### config.mk
export PLATFORM = sky130hd
export DESIGN_NAME = ffca_cell
export DESIGN_NICKNAME = d
export VERILOG_FILES = /design/src/sv/ffca_pkg.sv /design/src/sv/ffca_cell.sv
export SDC_FILE = /design/constraint.sdc
export NUM_CORES = 1
export LEC_CHECK = 0
export BUFFER_PORTS_ARGS = -buffer_cell sky130_fd_sc_hd__buf_4
export CORE_UTILIZATION = 45
export CTS_BUF_LIST = sky130_fd_sc_hd__clkbuf_4 sky130_fd_sc_hd__clkbuf_8
export CTS_CLUSTER_DIAMETER = 150
export DETAILED_ROUTE_END_ITERATION = 7
export PLACE_DENSITY = 0.77
export SLEW_MARGIN = 20
export SYNTH_ARGS = -nofsm -noshare
export SYNTH_HDL_FRONTEND = slang
export SYNTH_SLANG_ARGS = --single-unit
### constraint.sdc
create_clock -name clk -period 5.9 [get_ports clk]
set_input_delay 1.18 -clock clk [delete_from_list [all_inputs] [get_ports clk]]
set_output_delay 1.18 -clock clk [all_outputs]
set_load 0.05 [all_outputs]
### src/sv/ffca_pkg.sv
// ----------------------------------------------------------------------------
// ffca_pkg - shared types and constants of the first-fit chunk allocator
// Chunk table entry, the travelling request packet, command and status codes.
// ----------------------------------------------------------------------------
package ffca_pkg;

  localparam int MAX_CHUNKS   = 64;
  localparam int REGION_BYTES = 1048576;
  localparam int ALIGN_BYTES  = 16;

  localparam int ADDR_W = 20;  // chunk offset
  localparam int LEN_W  = 21;  // chunk length
  localparam int REQ_W  = 21;  // requested bytes
  localparam int SIZE_W = 22;  // rounded size, may carry past REQ_W
  localparam int ST_W   = 3;

  localparam logic CMD_ALLOC = 1'b0;
  localparam logic CMD_FREE  = 1'b1;

  localparam logic [ST_W-1:0] ST_OK         = 3'd0;
  localparam logic [ST_W-1:0] ST_NO_SPACE   = 3'd1;
  localparam logic [ST_W-1:0] ST_NOT_FOUND  = 3'd2;
  localparam logic [ST_W-1:0] ST_TABLE_FULL = 3'd3;
  localparam logic [ST_W-1:0] ST_ZERO_SIZE  = 3'd4;

  localparam logic [1:0] SHIFT_NONE = 2'd0;
  localparam logic [1:0] SHIFT_ONE  = 2'd1;
  localparam logic [1:0] SHIFT_TWO  = 2'd2;

  typedef struct packed {
    logic              vld;
    logic              used;
    logic [ADDR_W-1:0] start;
    logic [LEN_W-1:0]  len;
  } ent_t;

  // request travelling down the cell row, one cell per cycle while the row advances
  typedef struct packed {
    logic              vld;
    logic              cmd;
    logic [SIZE_W-1:0] size;
    logic [ADDR_W-1:0] addr;   // free offset in, chunk offset out
    logic              done;
    logic [ST_W-1:0]   status;
    logic [1:0]        shift;  // entries removed by a merge
    ent_t              carry;  // entry being pushed right by a split
  } pkt_t;

endpackage

### src/sv/ffca_cell.sv
// ----------------------------------------------------------------------------
// ffca_cell - one chunk table entry
// Acts on the request packet as it passes: fit test, split, free and merge,
// and the ripple of an insertion or a removal through the row.
// ----------------------------------------------------------------------------
module ffca_cell (
  input  logic            clk,
  input  logic            rst_n,
  input  logic            adv,        // row advances this cycle
  input  logic            last_full,  // last cell of the row holds an entry
  input  ffca_pkg::ent_t  rst_ent_i,
  input  ffca_pkg::pkt_t  pkt_i,
  input  ffca_pkg::ent_t  n1_i,       // right neighbour
  input  ffca_pkg::ent_t  n2_i,       // neighbour after that
  output ffca_pkg::pkt_t  pkt_o,
  output ffca_pkg::ent_t  ent_o
);

  ffca_pkg::ent_t ent_r, ent_nxt;
  ffca_pkg::pkt_t pkt_r, pkt_nxt;
  logic [ffca_pkg::SIZE_W-1:0] len_x;

  assign len_x = ffca_pkg::SIZE_W'(ent_r.len);

  always_comb begin
    ent_nxt = ent_r;
    pkt_nxt = pkt_i;
    if (pkt_i.vld) begin
      if (pkt_i.shift == ffca_pkg::SHIFT_ONE) begin
        ent_nxt = n1_i;
      end else if (pkt_i.shift == ffca_pkg::SHIFT_TWO) begin
        ent_nxt = n2_i;
      end else if (pkt_i.carry.vld) begin
        ent_nxt       = pkt_i.carry;
        pkt_nxt.carry = ent_r;
      end else if (!pkt_i.done) begin
        if (pkt_i.cmd == ffca_pkg::CMD_ALLOC) begin
          if (ent_r.vld && !ent_r.used && len_x >= pkt_i.size) begin
            pkt_nxt.done = 1'b1;
            if (len_x == pkt_i.size) begin
              ent_nxt.used   = 1'b1;
              pkt_nxt.status = ffca_pkg::ST_OK;
              pkt_nxt.addr   = ent_r.start;
            end else if (last_full) begin
              pkt_nxt.status = ffca_pkg::ST_TABLE_FULL;
            end else begin
              ent_nxt.used        = 1'b1;
              ent_nxt.len         = ffca_pkg::LEN_W'(pkt_i.size);
              pkt_nxt.carry.vld   = 1'b1;
              pkt_nxt.carry.used  = 1'b0;
              pkt_nxt.carry.start = ent_r.start + ffca_pkg::ADDR_W'(pkt_i.size);
              pkt_nxt.carry.len   = ffca_pkg::LEN_W'(len_x - pkt_i.size);
              pkt_nxt.status      = ffca_pkg::ST_OK;
              pkt_nxt.addr        = ent_r.start;
            end
          end
        end else begin
          if (ent_r.vld && ent_r.used && ent_r.start == pkt_i.addr) begin
            // freed here, absorb a free right neighbour
            ent_nxt.used   = 1'b0;
            pkt_nxt.done   = 1'b1;
            pkt_nxt.status = ffca_pkg::ST_OK;
            if (n1_i.vld && !n1_i.used) begin
              ent_nxt.len   = ent_r.len + n1_i.len;
              pkt_nxt.shift = ffca_pkg::SHIFT_ONE;
            end
          end else if (ent_r.vld && !ent_r.used && n1_i.vld && n1_i.used &&
                       n1_i.start == pkt_i.addr) begin
            // free chunk followed by the one being freed
            pkt_nxt.done   = 1'b1;
            pkt_nxt.status = ffca_pkg::ST_OK;
            if (n2_i.vld && !n2_i.used) begin
              ent_nxt.len   = ent_r.len + n1_i.len + n2_i.len;
              pkt_nxt.shift = ffca_pkg::SHIFT_TWO;
            end else begin
              ent_nxt.len   = ent_r.len + n1_i.len;
              pkt_nxt.shift = ffca_pkg::SHIFT_ONE;
            end
          end
        end
      end
    end
  end

  always_ff @(posedge clk) begin
    if (!rst_n) begin
      ent_r <= rst_ent_i;
      pkt_r <= '0;
    end else if (adv) begin
      ent_r <= ent_nxt;
      pkt_r <= pkt_nxt;
    end
  end

  assign pkt_o = pkt_r;
  assign ent_o = ent_r;

endmodule

==> flow_metrics.tcl <==
set metrics [dict create \
    n_fill_cell 2392 \
    slew_violations 0 \
    cts_sinks 136 \
    antenna_found_initial 0 \
    synth.largest_area_cell "dfxtp_1" \
    timing.final.crit_share_pct 89.24 \
    grt-ovfl-total 0 \
    cts_hold_buf 0 \
    cts_setup_buffers 0 \
    synth_cell_type_count 79 \
    required_ns 6.13 \
    grt.total_usage_pct 31.99 \
    die-width_um 164.8 \
    holdCritPathClass "register to register" \
    grt_max_degree 86 \
    area_growth_pct 28.18 \
    vias 12770 \
    synth.avg_cell_area_um2 8.050 \
    synth-seq-cells 136 \
    status "finished clean" \
    p_per_area_nw_per_um2 254.6 \
    wl_per_cell_um 20.94 \
    finalSetupViolations 0 \
    detail_route.first_pass.iterations 5 \
    critPathMaxFanout 5 \
    die_h_um 164.8 \
    end_kind "register" \
    placed_cell_area_um2 14890 \
    htree_levels 4 \
    fin_area_um2 15290 \
    post-route-util_pct 58.68 \
    boundaryPins 362 \
    antenna_cells 0 \
    drc 0 \
    fp.dieArea_um2 27170 \
    viasPerCell 5.945 \
    arrival_ns 5.49 \
    async_flop_share_pct 0 \
    fmax_ghz 0.1899 \
    tightest_slew_ns 1.139 \
    detailedPlace.worstSlack_ns 0.1645 \
    syn-num-nets 1795 \
    path_class "input port to register" \
    fin_setup_tns_ns 0 \
    synth_edf_count 43 \
    slew_headroom_pct 23.88 \
    maxCapViolCount 0 \
    rows 59 \
    syn_inst 1482 \
    rsz0062_at_grt "false" \
    io_buffers 361 \
    synth-main-ff-cell "dfxtp_1" \
    cts_buffer_depth 2 \
    place_congestion 0.9902 \
    grt_pass1_wl_um 65950 \
    nets 2113 \
    cts_resized 0 \
    synthesis.area_um2 11930 \
    root_buffer "clkbuf_8" \
    insertion_delay_ns 0.48 \
    fin_crit_ns 5.265 \
    clk_pin_slew_ns 0.10 \
    ys_top_cells_by_area "dfxtp_1, edfxtp_1, ha_1, mux2i_1, o21ai_0" \
    grt_pass1_vias 11850 \
    start_kind "input port" \
    ir_drop_mv 0.1441 \
    ys.warnings.count 0 \
    drive_gt1_share_pct 26.25 \
    hold_viol_final 0 \
    drt_iter0_drc 1042 \
    wl_um 44980 \
    seq_area_frac_synth_pct 26.43 \
    cts_tree "yes" \
    core-area_um2 26060 \
    setup_slack_ns 0.6350 \
    hpwl_um 34250 \
    start_util_pct 45.78 \
    cts_buffers 17 \
    netlist.area_leader.share_pct 15.61 \
    fin_skew_ns 0.02591 \
    power.leakage_nw 6.942 \
    drtAntennaViolNets 0 \
]
==> worst max-delay path, stage by stage <==
cell and delay [ns]:
buf_4 0.11, ha_1 0.20, inv_1 0.07, fa_1 0.25
nor2b_4 0.06, o31a_1 0.28, o311ai_2 0.37, nand2_1 0.12
and2_1 0.18, nor2_1 0.14, ha_1 0.30, a21o_1 0.22
o21a_1 0.16, a211o_1 0.33, a221o_1 0.37, a211o_1 0.29
a21oi_1 0.18, xnor2_1 0.13, nand2_1 0.08, xnor2_1 0.14
a221o_1 0.32
==> worst paths after layout <==
check           start        end  cells past startpoint  slack, ns
max reg2reg  ent_o[0]  ent_o[20]                     20       0.97
min reg2reg  pkt_o[9]   pkt_o[9]                      2       0.47
max           n1_i[0]  ent_o[20]                     21       0.63
min          pkt_o[9]   pkt_o[9]                      2       0.47
==> final cells by class <==
class | instances | area, um2 | area share [%]
Multi-Input combinational cell | 1209 | 8252 | 53.96
Tap cell | 335 | 419.2 | 2.741
Clock inverter | 14 | 158.9 | 1.039
Timing Repair Buffer | 378 | 2850 | 18.64
Inverter | 58 | 217.7 | 1.424
Clock buffer | 18 | 241.5 | 1.579
Sequential cell | 136 | 3153 | 20.62
==> layer usage <==
metal  track usage, %  up-vias  share of wire (%)
met3            6.077       94                7.8
li1                 -     6069                  -
met1            42.67     6024                 43
met5                0        -                  0
met4            12.43        0                3.7
met2            50.71      582                 46
==> synthesized netlist by cell type (19+ instances only) <==
library cell and instances:
nor2_1 135, clkbuf_1 62, mux2i_1 73, inv_1 56, a31oi_1 26, xor2_1 47, ha_1 83, edfxtp_1 43
dfxtp_1 93, a221oi_1 19, xnor2_1 58, o21ai_0 135, nand2_1 137, nand3_1 27, a21oi_1 125, a21o_1 33
nor3_1 35, mux2_2 41
==> through the flow <==
| step | hold WS (ns) | power (mW) | instances |
|---|---|---|---|
| 2_1_floorplan | 0.6664 | 2.487 | 1482 |
| 3_3_place_gp | 0.4380 | 3.024 | 2116 |
| 3_5_place_dp | 0.4466 | 3.061 | 2116 |
| 4_1_cts | 0.4666 | 3.884 | 2148 |
| 5_1_grt | 0.5010 | 4.103 | 2148 |
| 6_report | 0.4675 | 3.894 | 2148 |
==> where the power goes <==
group | leakage (nW) | total [mW] | switching (mW) | internal (mW)
sequential | 1.20 | 1.15 | 0.0937 | 1.06
combinational | 5.55 | 1.92 | 1.14 | 0.780
clock | 0.198 | 0.823 | 0.465 | 0.358
total | 6.94 | 3.89 | 1.70 | 2.20
==> cell families (layout without fill, tap and decap cells) <==
group | after synthesis | after routing | synth area share (%)
AO/OA/AOI/OAI | 462 | 462 | 24.69
AND/OR/NAND/NOR | 441 | 441 | 17.28
buffers and inverters | 137 | 468 | 4.520
flip-flops | 136 | 136 | 26.43
multiplexers | 114 | 114 | 9.995
XOR/XNOR | 105 | 105 | 7.708
adder cells (fa/ha/maj) | 87 | 87 | 9.376
==> layout by cell type, fill, tap and decap left out, types with 10 or more instances in the layout <==
master,count
xnor2_1,58
a21o_1,33
nand3_1,27
clkbuf_8,17
a211oi_1,12
o21a_1,13
a221oi_1,19
nor3_1,35
mux2_2,41
dfxtp_1,93
nor2b_1,16
a22oi_1,10
a31oi_1,26
xor2_1,47
nand2b_1,17
inv_1,56
o21ai_0,134
and3_1,14
buf_4,377
edfxtp_1,43
nor4_1,10
ha_1,81
mux2i_1,73
a21oi_1,125
nand2_1,137
nand4_1,10
nor2_1,135
==> sequential cells by signal (all words and copies together), names as in the netlist <==
register / count
ent_o: 43
pkt_o: 93
Power figures use the tool's default switching activity.
